$ cat config.mk
export PLATFORM = sky130hd
export DESIGN_NAME = nearest_cone_by_class_select_flat
export DESIGN_NICKNAME = d
export VERILOG_FILES = /design/src/hdl/ncs_pkg.sv /design/src/hdl/ncs_cone_if.sv /design/src/hdl/ncs_pick_if.sv /design/src/hdl/nearest_cone_by_class_select.sv /design/src/hdl/ncs_front.sv /design/src/hdl/ncs_fifo.sv /design/src/hdl/ncs_back.sv /design/src/flat_wrapper.sv
export VERILOG_INCLUDE_DIRS = /design/src /design/src/hdl
export SDC_FILE = /design/constraint.sdc
export NUM_CORES = 2
export LEC_CHECK = 0
export BUFFER_PORTS_ARGS = -buffer_cell sky130_fd_sc_hd__buf_2
export CORE_UTILIZATION = 65
export DETAILED_ROUTE_END_ITERATION = 6
export GPL_ROUTABILITY_DRIVEN = 1
export PLACE_DENSITY = 0.92
export SYNTH_ARGS = -nofsm -noshare
export SYNTH_HDL_FRONTEND = slang
export SYNTH_HIERARCHICAL = 1
export SYNTH_SLANG_ARGS = --single-unit
$ cat constraint.sdc
create_clock -name i_clk -period 18.7 [get_ports i_clk]
set_input_delay 5.61 -clock i_clk [delete_from_list [all_inputs] [get_ports i_clk]]
set_output_delay 5.61 -clock i_clk [all_outputs]
set_load 0.01 [all_outputs]
$ cat src/hdl/nearest_cone_by_class_select_defines.svh
// Assertion macros shared by the nearest cone selector.
`ifndef NEAREST_CONE_BY_CLASS_SELECT_DEFINES_SVH
`define NEAREST_CONE_BY_CLASS_SELECT_DEFINES_SVH

// Same-cycle implication, disabled while reset is asserted.
`define NCS_ASSERT_IMP(lbl, clk, rst_n, ante, cons, msg) \
    lbl: assert property (@(posedge clk) disable iff (!(rst_n)) (ante) |-> (cons)) \
        else $error(msg);

// Next-cycle implication, disabled while reset is asserted.
`define NCS_ASSERT_NEXT(lbl, clk, rst_n, ante, cons, msg) \
    lbl: assert property (@(posedge clk) disable iff (!(rst_n)) (ante) |=> (cons)) \
        else $error(msg);

`endif

$ cat src/hdl/ncs_pkg.sv
// Shared types and constants of the nearest cone selector.
package ncs_pkg;

    localparam int MAX_CONES_DEF  = 64;
    localparam int COORD_BITS_DEF = 16;

    localparam int CLS_W = 3;
    localparam int IDX_W = 7;

    localparam logic [IDX_W-1:0] IDX_NONE = '1;

    localparam logic [CLS_W-1:0] CLASS_YELLOW       = 3'd1;
    localparam logic [CLS_W-1:0] CLASS_BLUE         = 3'd2;
    localparam logic [CLS_W-1:0] CLASS_ORANGE_SMALL = 3'd3;

    // Which tracker a cone goes to after classification.
    typedef enum logic [1:0] {
        SEL_NONE   = 2'd0,
        SEL_YELLOW = 2'd1,
        SEL_BLUE   = 2'd2,
        SEL_GATE   = 2'd3
    } t_sel;

    // Control part of one queued cone.
    typedef struct packed {
        t_sel             sel;
        logic [IDX_W-1:0] idx;
        logic             ovf;
        logic             last;
    } t_ncs_tag;

endpackage

$ cat src/hdl/ncs_cone_if.sv
// Input channel carrying one detected cone per beat.
interface ncs_cone_if
    import ncs_pkg::*;
#(
    parameter int COORD_BITS = COORD_BITS_DEF
);
    logic                         valid;
    logic                         ready;
    logic        [CLS_W-1:0]      cone_class;
    logic signed [COORD_BITS-1:0] pos_x;
    logic signed [COORD_BITS-1:0] pos_y;
    logic                         last;

    modport source (output valid, cone_class, pos_x, pos_y, last, input ready);
    modport sink   (input valid, cone_class, pos_x, pos_y, last, output ready);
endinterface

$ cat src/hdl/ncs_pick_if.sv
// Output channel carrying the per-frame selection result.
interface ncs_pick_if
    import ncs_pkg::*;
();
    logic                    valid;
    logic                    ready;
    logic signed [IDX_W-1:0] nearest_blue;
    logic signed [IDX_W-1:0] nearest_yellow;
    logic signed [IDX_W-1:0] gate_first_index;
    logic signed [IDX_W-1:0] gate_second_index;
    logic                    overflow;

    modport source (output valid, nearest_blue, nearest_yellow, gate_first_index,
                    gate_second_index, overflow, input ready);
    modport sink   (input valid, nearest_blue, nearest_yellow, gate_first_index,
                    gate_second_index, overflow, output ready);
endinterface

$ cat src/hdl/nearest_cone_by_class_select.sv
// Top level of the nearest cone selector: front end, queue and back end.
// The result register loads when the back end pops a frame's last beat from the queue.
// Throughput: one cone beat per cycle unless stalled, set by the back end's add-and-compare.
// A stalled result holds the back end, while the queue lets the front keep taking beats.
// Reset is synchronous and active low; it empties the queue and clears every tracker.
`include "nearest_cone_by_class_select_defines.svh"

module nearest_cone_by_class_select
    import ncs_pkg::*;
#(
    parameter int MAX_CONES  = MAX_CONES_DEF,
    parameter int COORD_BITS = COORD_BITS_DEF
) (
    input  logic       i_clk,
    input  logic       i_rst_n,
    ncs_cone_if.sink   i_cone,
    ncs_pick_if.source o_pick
);

    // Each squared coordinate needs one bit less than twice the coordinate width.
    localparam int SW    = 2 * COORD_BITS - 1;
    localparam int QW    = $bits(t_ncs_tag) + 2 * SW;
    localparam int QUEUE = 4;

    logic          w_push;
    logic          w_pop;
    logic          w_full;
    logic          w_empty;
    t_ncs_tag      w_front_tag;
    logic [SW-1:0] w_front_sqx;
    logic [SW-1:0] w_front_sqy;
    t_ncs_tag      w_head_tag;
    logic [SW-1:0] w_head_sqx;
    logic [SW-1:0] w_head_sqy;

    // The front end numbers each beat in its frame, flags beats past the
    // frame limit and registers both squared coordinates.
    ncs_front #(
        .MAX_CONES  (MAX_CONES),
        .COORD_BITS (COORD_BITS)
    ) u_front (
        .i_clk   (i_clk),
        .i_rst_n (i_rst_n),
        .i_cone  (i_cone),
        .i_full  (w_full),
        .o_push  (w_push),
        .o_tag   (w_front_tag),
        .o_sqx   (w_front_sqx),
        .o_sqy   (w_front_sqy)
    );

    // The queue decouples the two halves so each can stall on its own.
    ncs_fifo #(
        .WIDTH (QW),
        .DEPTH (QUEUE)
    ) u_fifo (
        .i_clk   (i_clk),
        .i_rst_n (i_rst_n),
        .i_push  (w_push),
        .i_data  ({w_front_tag, w_front_sqx, w_front_sqy}),
        .i_pop   (w_pop),
        .o_data  ({w_head_tag, w_head_sqx, w_head_sqy}),
        .o_full  (w_full),
        .o_empty (w_empty)
    );

    // The back end sums the squares, updates the per-class trackers and
    // loads the result register on the last beat of a frame.
    ncs_back #(
        .COORD_BITS (COORD_BITS)
    ) u_back (
        .i_clk   (i_clk),
        .i_rst_n (i_rst_n),
        .i_empty (w_empty),
        .i_tag   (w_head_tag),
        .i_sqx   (w_head_sqx),
        .i_sqy   (w_head_sqy),
        .o_pop   (w_pop),
        .o_pick  (o_pick)
    );

    // Taking the last beat of a frame must present a result next cycle.
    `NCS_ASSERT_NEXT(a_last_gives_result, i_clk, i_rst_n, w_pop && w_head_tag.last, o_pick.valid, "last beat gave no result")
    // A result only appears because a last beat was taken.
    `NCS_ASSERT_IMP(a_result_from_last, i_clk, i_rst_n, $rose(o_pick.valid), $past(w_pop && w_head_tag.last), "result without last beat")
    // A result still waiting must hold the back end.
    `NCS_ASSERT_IMP(a_hold_stalls_back, i_clk, i_rst_n, o_pick.valid && !o_pick.ready, !w_pop, "back end ran over a held result")

endmodule

$ cat src/hdl/ncs_front.sv
// Front end: numbers each cone in its frame, classifies it and squares its coordinates.
module ncs_front
    import ncs_pkg::*;
#(
    parameter int MAX_CONES  = MAX_CONES_DEF,
    parameter int COORD_BITS = COORD_BITS_DEF,
    localparam int SW = 2 * COORD_BITS - 1
) (
    input  logic            i_clk,
    input  logic            i_rst_n,
    ncs_cone_if.sink        i_cone,
    input  logic            i_full,
    output logic            o_push,
    output t_ncs_tag        o_tag,
    output logic [SW-1:0]   o_sqx,
    output logic [SW-1:0]   o_sqy
);

    localparam int CW = $clog2(MAX_CONES + 1);

    logic                    r_valid;
    logic [CW-1:0]           r_count;
    logic [CW-1:0]           n_count;
    t_ncs_tag                r_tag;
    t_ncs_tag                n_tag;
    logic [SW-1:0]           r_sqx;
    logic [SW-1:0]           r_sqy;
    logic [COORD_BITS-1:0]   w_mag_x;
    logic [COORD_BITS-1:0]   w_mag_y;
    logic [2*COORD_BITS-1:0] w_prod_x;
    logic [2*COORD_BITS-1:0] w_prod_y;
    logic [CW+IDX_W-1:0]     w_idx_ext;
    logic                    w_accept;
    logic                    w_ovf;

    assign o_push         = r_valid && !i_full;
    assign i_cone.ready   = !r_valid || !i_full;
    assign w_accept       = i_cone.valid && i_cone.ready;
    assign w_ovf          = (r_count >= CW'(MAX_CONES));
    assign w_idx_ext      = {{IDX_W{1'b0}}, r_count};

    // Magnitudes are unsigned, so the most negative value still fits.
    assign w_mag_x  = i_cone.pos_x[COORD_BITS-1] ? (~i_cone.pos_x + 1'b1) : i_cone.pos_x;
    assign w_mag_y  = i_cone.pos_y[COORD_BITS-1] ? (~i_cone.pos_y + 1'b1) : i_cone.pos_y;
    assign w_prod_x = w_mag_x * w_mag_x;
    assign w_prod_y = w_mag_y * w_mag_y;

    always_comb begin
        n_tag.idx  = w_idx_ext[IDX_W-1:0];
        n_tag.ovf  = w_ovf;
        n_tag.last = i_cone.last;
        n_tag.sel  = SEL_NONE;
        if (!w_ovf) begin
            if (i_cone.cone_class == CLASS_BLUE) begin
                n_tag.sel = SEL_BLUE;
            end else if (i_cone.cone_class == CLASS_YELLOW) begin
                n_tag.sel = SEL_YELLOW;
            end else if (i_cone.cone_class == CLASS_ORANGE_SMALL) begin
                n_tag.sel = SEL_GATE;
            end
        end
        if (i_cone.last) begin
            n_count = '0;
        end else if (w_ovf) begin
            n_count = r_count;
        end else begin
            n_count = r_count + 1'b1;
        end
    end

    always_ff @(posedge i_clk) begin
        if (!i_rst_n) begin
            r_valid <= 1'b0;
            r_count <= '0;
        end else begin
            if (w_accept) begin
                r_valid <= 1'b1;
                r_count <= n_count;
            end else if (o_push) begin
                r_valid <= 1'b0;
            end
        end
    end

    always_ff @(posedge i_clk) begin
        if (w_accept) begin
            r_tag <= n_tag;
            r_sqx <= w_prod_x[SW-1:0];
            r_sqy <= w_prod_y[SW-1:0];
        end
    end

    assign o_tag = r_tag;
    assign o_sqx = r_sqx;
    assign o_sqy = r_sqy;

endmodule

$ cat src/hdl/ncs_fifo.sv
// Small register queue between the front and back ends.
module ncs_fifo #(
    parameter int WIDTH = 8,
    parameter int DEPTH = 4
) (
    input  logic             i_clk,
    input  logic             i_rst_n,
    input  logic             i_push,
    input  logic [WIDTH-1:0] i_data,
    input  logic             i_pop,
    output logic [WIDTH-1:0] o_data,
    output logic             o_full,
    output logic             o_empty
);

    localparam int AW = $clog2(DEPTH);

    logic [WIDTH-1:0] r_mem [DEPTH];
    logic [AW:0]      r_wr;
    logic [AW:0]      r_rd;

    assign o_empty = (r_wr == r_rd);
    assign o_full  = (r_wr[AW-1:0] == r_rd[AW-1:0]) && (r_wr[AW] != r_rd[AW]);
    assign o_data  = r_mem[r_rd[AW-1:0]];

    always_ff @(posedge i_clk) begin
        if (!i_rst_n) begin
            r_wr <= '0;
            r_rd <= '0;
        end else begin
            if (i_push) begin
                r_wr <= r_wr + 1'b1;
            end
            if (i_pop) begin
                r_rd <= r_rd + 1'b1;
            end
        end
    end

    always_ff @(posedge i_clk) begin
        if (i_push) begin
            r_mem[r_wr[AW-1:0]] <= i_data;
        end
    end

endmodule

$ cat src/hdl/ncs_back.sv
// Back end: keeps the nearest cones of the frame and emits the result on the last beat.
module ncs_back
    import ncs_pkg::*;
#(
    parameter int COORD_BITS = COORD_BITS_DEF,
    localparam int SW = 2 * COORD_BITS - 1,
    localparam int DW = 2 * COORD_BITS
) (
    input  logic          i_clk,
    input  logic          i_rst_n,
    input  logic          i_empty,
    input  t_ncs_tag      i_tag,
    input  logic [SW-1:0] i_sqx,
    input  logic [SW-1:0] i_sqy,
    output logic          o_pop,
    ncs_pick_if.source    o_pick
);

    logic [DW-1:0]    w_dist;

    logic [DW-1:0]    r_blue_d, n_blue_d, r_yel_d, n_yel_d;
    logic [DW-1:0]    r_g1_d, n_g1_d, r_g2_d, n_g2_d;
    logic [IDX_W-1:0] r_blue_i, n_blue_i, r_yel_i, n_yel_i;
    logic [IDX_W-1:0] r_g1_i, n_g1_i, r_g2_i, n_g2_i;
    logic             r_blue_v, n_blue_v, r_yel_v, n_yel_v;
    logic             r_g1_v, n_g1_v, r_g2_v, n_g2_v;
    logic             r_ovf, n_ovf;

    logic             r_o_valid;
    logic [IDX_W-1:0] r_o_blue, r_o_yel, r_o_g1, r_o_g2;
    logic             r_o_ovf;

    assign o_pop  = !i_empty && (!r_o_valid || o_pick.ready);
    assign w_dist = {1'b0, i_sqx} + {1'b0, i_sqy};

    always_comb begin
        n_blue_d = r_blue_d;  n_blue_i = r_blue_i;  n_blue_v = r_blue_v;
        n_yel_d  = r_yel_d;   n_yel_i  = r_yel_i;   n_yel_v  = r_yel_v;
        n_g1_d   = r_g1_d;    n_g1_i   = r_g1_i;    n_g1_v   = r_g1_v;
        n_g2_d   = r_g2_d;    n_g2_i   = r_g2_i;    n_g2_v   = r_g2_v;
        n_ovf    = r_ovf | i_tag.ovf;
        // Strict less-than keeps the earlier cone on a tie.
        case (i_tag.sel)
            SEL_BLUE: begin
                if (!r_blue_v || w_dist < r_blue_d) begin
                    n_blue_d = w_dist;  n_blue_i = i_tag.idx;  n_blue_v = 1'b1;
                end
            end
            SEL_YELLOW: begin
                if (!r_yel_v || w_dist < r_yel_d) begin
                    n_yel_d = w_dist;  n_yel_i = i_tag.idx;  n_yel_v = 1'b1;
                end
            end
            SEL_GATE: begin
                if (!r_g1_v || w_dist < r_g1_d) begin
                    n_g2_d = r_g1_d;  n_g2_i = r_g1_i;     n_g2_v = r_g1_v;
                    n_g1_d = w_dist;  n_g1_i = i_tag.idx;  n_g1_v = 1'b1;
                end else if (!r_g2_v || w_dist < r_g2_d) begin
                    n_g2_d = w_dist;  n_g2_i = i_tag.idx;  n_g2_v = 1'b1;
                end
            end
            default: begin
            end
        endcase
    end

    always_ff @(posedge i_clk) begin
        if (!i_rst_n) begin
            r_blue_v  <= 1'b0;
            r_yel_v   <= 1'b0;
            r_g1_v    <= 1'b0;
            r_g2_v    <= 1'b0;
            r_ovf     <= 1'b0;
            r_o_valid <= 1'b0;
        end else begin
            if (o_pop) begin
                if (i_tag.last) begin
                    r_blue_v  <= 1'b0;
                    r_yel_v   <= 1'b0;
                    r_g1_v    <= 1'b0;
                    r_g2_v    <= 1'b0;
                    r_ovf     <= 1'b0;
                    r_o_valid <= 1'b1;
                end else begin
                    r_blue_v  <= n_blue_v;
                    r_yel_v   <= n_yel_v;
                    r_g1_v    <= n_g1_v;
                    r_g2_v    <= n_g2_v;
                    r_ovf     <= n_ovf;
                    r_o_valid <= r_o_valid && !o_pick.ready;
                end
            end else if (o_pick.ready) begin
                r_o_valid <= 1'b0;
            end
        end
    end

    always_ff @(posedge i_clk) begin
        if (o_pop) begin
            r_blue_d <= n_blue_d;  r_blue_i <= n_blue_i;
            r_yel_d  <= n_yel_d;   r_yel_i  <= n_yel_i;
            r_g1_d   <= n_g1_d;    r_g1_i   <= n_g1_i;
            r_g2_d   <= n_g2_d;    r_g2_i   <= n_g2_i;
            if (i_tag.last) begin
                r_o_blue <= n_blue_v ? n_blue_i : IDX_NONE;
                r_o_yel  <= n_yel_v  ? n_yel_i  : IDX_NONE;
                r_o_g1   <= n_g1_v   ? n_g1_i   : IDX_NONE;
                r_o_g2   <= n_g2_v   ? n_g2_i   : IDX_NONE;
                r_o_ovf  <= n_ovf;
            end
        end
    end

    assign o_pick.valid             = r_o_valid;
    assign o_pick.nearest_blue      = r_o_blue;
    assign o_pick.nearest_yellow    = r_o_yel;
    assign o_pick.gate_first_index  = r_o_g1;
    assign o_pick.gate_second_index = r_o_g2;
    assign o_pick.overflow          = r_o_ovf;

endmodule
$ cat src/flat_wrapper.sv
// flat-port wrapper written by rule: the top's interface ports become plain ports
module nearest_cone_by_class_select_flat import ncs_pkg::*;
#(
    parameter int MAX_CONES  = MAX_CONES_DEF,
    parameter int COORD_BITS = COORD_BITS_DEF
)
  (i_clk, i_rst_n, i_cone_valid, i_cone_cone_class, i_cone_pos_x, i_cone_pos_y, i_cone_last, i_cone_ready, o_pick_valid, o_pick_nearest_blue, o_pick_nearest_yellow, o_pick_gate_first_index, o_pick_gate_second_index, o_pick_overflow, o_pick_ready);
  ncs_cone_if #(.COORD_BITS(COORD_BITS)) i_cone_i ();
  ncs_pick_if o_pick_i ();
  input  logic i_clk;
  input  logic i_rst_n;
  input wire logic [$bits(i_cone_i.valid)-1:0] i_cone_valid;
  input wire logic [$bits(i_cone_i.cone_class)-1:0] i_cone_cone_class;
  input wire logic [$bits(i_cone_i.pos_x)-1:0] i_cone_pos_x;
  input wire logic [$bits(i_cone_i.pos_y)-1:0] i_cone_pos_y;
  input wire logic [$bits(i_cone_i.last)-1:0] i_cone_last;
  output wire logic [$bits(i_cone_i.ready)-1:0] i_cone_ready;
  output wire logic [$bits(o_pick_i.valid)-1:0] o_pick_valid;
  output wire logic [$bits(o_pick_i.nearest_blue)-1:0] o_pick_nearest_blue;
  output wire logic [$bits(o_pick_i.nearest_yellow)-1:0] o_pick_nearest_yellow;
  output wire logic [$bits(o_pick_i.gate_first_index)-1:0] o_pick_gate_first_index;
  output wire logic [$bits(o_pick_i.gate_second_index)-1:0] o_pick_gate_second_index;
  output wire logic [$bits(o_pick_i.overflow)-1:0] o_pick_overflow;
  input wire logic [$bits(o_pick_i.ready)-1:0] o_pick_ready;
  assign i_cone_i.valid = i_cone_valid;
  assign i_cone_i.cone_class = i_cone_cone_class;
  assign i_cone_i.pos_x = i_cone_pos_x;
  assign i_cone_i.pos_y = i_cone_pos_y;
  assign i_cone_i.last = i_cone_last;
  assign i_cone_ready = i_cone_i.ready;
  assign o_pick_valid = o_pick_i.valid;
  assign o_pick_nearest_blue = o_pick_i.nearest_blue;
  assign o_pick_nearest_yellow = o_pick_i.nearest_yellow;
  assign o_pick_gate_first_index = o_pick_i.gate_first_index;
  assign o_pick_gate_second_index = o_pick_i.gate_second_index;
  assign o_pick_overflow = o_pick_i.overflow;
  assign o_pick_i.ready = o_pick_ready;
  nearest_cone_by_class_select #(.MAX_CONES(MAX_CONES), .COORD_BITS(COORD_BITS)) u_core (.i_clk(i_clk), .i_rst_n(i_rst_n), .i_cone(i_cone_i), .o_pick(o_pick_i));
endmodule
==> results.cfg <==
[die]
start_util_pct = 65.93
die_x_um = 249.7
coreArea_sq_um = 60470
die_h_um = 249.7
die_area_sq_um = 62330
placementRows = 90
ioPinCount = 71

[clocking]
cts.sinks = 570
cts_hold_buf = 0
post_cts_buffers = 0
cts_made_buffers = 53
insertion_delay_ns = 0.64
cts_root_buf = clkbuf_16
clockBufferDepth = 3
cts_tree = built
htree_levels = 2
cts_resized = 0
clk_pin_slew_worst_paths_ns = 0.08

[routing]
drtIter0Drc = 2643
firstDrtPassIters = 6
wl_per_cell_um = 21.64
vias = 26480
remaining_drc_errors = 0
final_antenna_net_count = 0
drt_wl_total_mm = 91.11
vias_per_cell = 6.288

[worst_setup_path]
cp_common_cell = fa_1
required_ns = 19.06
cpMaxStageDelayCell = xnor2_1
worstSetupEndpointType = flop
cp-start-kind = primary input
crit_type = primary input to flop
crit_path_max_incr_delay_ns = 0.90
arrival_ns = 14.16
worstPathMaxFanout = 17
critical_path_buf_inv_count = 7
worst_path_dominant_cell_family = adder cells

[cells_and_area]
drive_gt1_share_pct = 9.536
nets = 4103
n_antenna_cell = 0
area_growth_pct = 7.451

[place]
finalWeightedCongestion = 0.9258
dpl.hpwl_mm = 62.95
port_buffers = 70

[min_path]
worstHoldPathType = flop to flop

[timing]
worstMarginPinSlew_ns = 1.311
tns_ns = 0
setup_viol = 0
rsz0062_at_grt = false
report.final.slew_viol_count = 0
finalHoldViolCount = 0
max_slew_margin_pct = 11.94
min_period_ns = 13.80
fin_worst_skew_ns = 0.05327
period_share_pct = 73.82
max_freq_ghz = 0.07244

[status]
outcome = finished clean

[logic_synthesis]
synth_edf_count = 548
synthDistinctLibCells = 87
synthSimpleGateAreaFrac_pct = 7.027
ys_ff_latch = 570
syn_area_sq_um = 39870
synth_flop_cell = edfxtp_1
synth_top_family_by_area = adder cells
synthAdderAreaFrac_pct = 27.42
async_reset_ff_share_pct = 0
synth-compound-area-share_pct = 7.921
synthMuxAreaShare_pct = 5.398
synthXorXnorAreaFrac_pct = 2.787
ys_seq_area_share_pct = 42.38
synth_cells = 3270
synth.avg_cell_area_sq_um = 12.19
ys_warn_count = 6

[global_route]
grt_pass1_vias = 28330
grt_max_degree = 71
grt_pass1_wl_mm = 146.6
grt_remaining_overflow = 0
grt_usage_pct = 29.90
antenna_found_initial = 1

[run]
drv_cap = 0
[synthesized netlist by cell type, drive strengths merged, types with 30 or more instances]
cell type  count  area, sq um
a21o          77        578.1
nor2         191        719.4
xnor2         82        718.2
xor2          44        392.9
fa           326         6526
ha           352         4404
o21ai         65        329.1
nand4         30        187.7
inv          628         2357
buf           30        282.8
mux4          73         1648
clkbuf        35        132.6
nand3         33        165.2
a21oi        126        630.6
edfxtp       548        16460
nand2        208        783.3
mux2          35        394.1
nor3          40        200.2
[path summary, 6_finish.rpt]
path / from / to / slack (ns) / depth (start not counted)
setup / recovery: i_cone_pos_x[0] / u_core/u_front/o_sqx[19] / 4.90 / 25
hold / removal: u_core/u_front/o_sqy[2] / u_core/u_fifo/r_mem[3][2] / 0.50 / 0
hold reg to reg: u_core/u_front/o_sqy[2] / u_core/u_fifo/r_mem[3][2] / 0.50 / 0
setup reg to reg: flop / u_core/u_back/o_pick.gate_second_index[2] / 9.48 / 21
[cell families after synthesis]
family                     count (synthesis)
buffers and inverters                    703
adders and majority gates                678
DFF                                      570
AOI/OAI and AO/OA                        462
xor gates and xnor gates                 126
and+or+nand+nor                          610
other                                      2
muxes                                    119
[per-stage QoR]
stage / hold WS (ns) / cells / instance area, sq um / utilization, % / worst slack (ns)
final: 0.4984 / 4211 / 42840 / 70.84 / 4.896
after global routing: 0.5084 / 4211 / 42840 / 70.84 / 4.637
after CTS: 0.4940 / 4211 / 42840 / 70.84 / 5.369
after detailed placement: 0.4774 / 4112 / 41140 / 68.03 / 4.921
after global placement: 0.4419 / 4112 / 41140 / 68.03 / 5.209
after floorplan: 0.4293 / 3292 / 39950 / - / 6.351
[final cells by class]
type	count	area, sq um
multi-input cells	2019	20260
fillers	3619	17630
flip-flops and latches	570	16900
inverters	638	2395
clock buffers	70	1400
well taps	782	978.4
repair buffers	103	598.1
clock inverters	29	299.0
[metal layers]
| metal | part of all wire (%) | vias to the layer above | routed length (um) | GRT usage, % |
|---|---|---|---|---|
| met1 | 36 | 13000 | 32580 | 35.68 |
| met3 | 8.2 | 433 | 7489 | 5.225 |
| li1 | - | 11460 | - | - |
| met4 | 6.1 | 2 | 5568 | 16.65 |
| met5 | 0.014 | - | 13 | 0 |
| met2 | 50 | 1583 | 45450 | 51.49 |
[registers in the layout (all words and copies together), names as in the netlist, 11 cells and up, named ones only]
name                    cells
u_core/u_back/r_blue_d     32
u_core/u_back/r_g1_d       32
u_core/u_back/r_g2_d       32
u_core/u_back/r_yel_d      32
u_core/u_fifo/r_mem       292
u_core/u_front/o_sqx       30
u_core/u_front/o_sqy       30
u_core/u_front/o_tag       11
[cell usage in the layout, fill, tap and decap left out, types with 22 or more instances in the layout]
| master | netlist | layout |
|---|---|---|
| nand3_1 | 33 | 33 |
| xnor2_1 | 82 | 82 |
| inv_1 | 625 | 624 |
| nand4_1 | 30 | 30 |
| o21ai_0 | 56 | 56 |
| mux2_2 | 35 | 35 |
| fa_1 | 326 | 326 |
| nor2_1 | 190 | 186 |
| o21a_1 | 22 | 22 |
| a21oi_1 | 126 | 126 |
| buf_4 | 2 | 33 |
| clkbuf_16 | 0 | 53 |
| buf_2 | 15 | 70 |
| a21o_1 | 77 | 77 |
| xor2_1 | 43 | 43 |
| nor3_1 | 40 | 40 |
| mux4_2 | 72 | 72 |
| edfxtp_1 | 548 | 548 |
| conb_1 | 2 | 24 |
| nand2_1 | 207 | 207 |
| ha_1 | 352 | 352 |
Power is left out: the tool's default activity adds up to more than one toggle a clock period on the data nets, which glitch-free logic cannot reach.
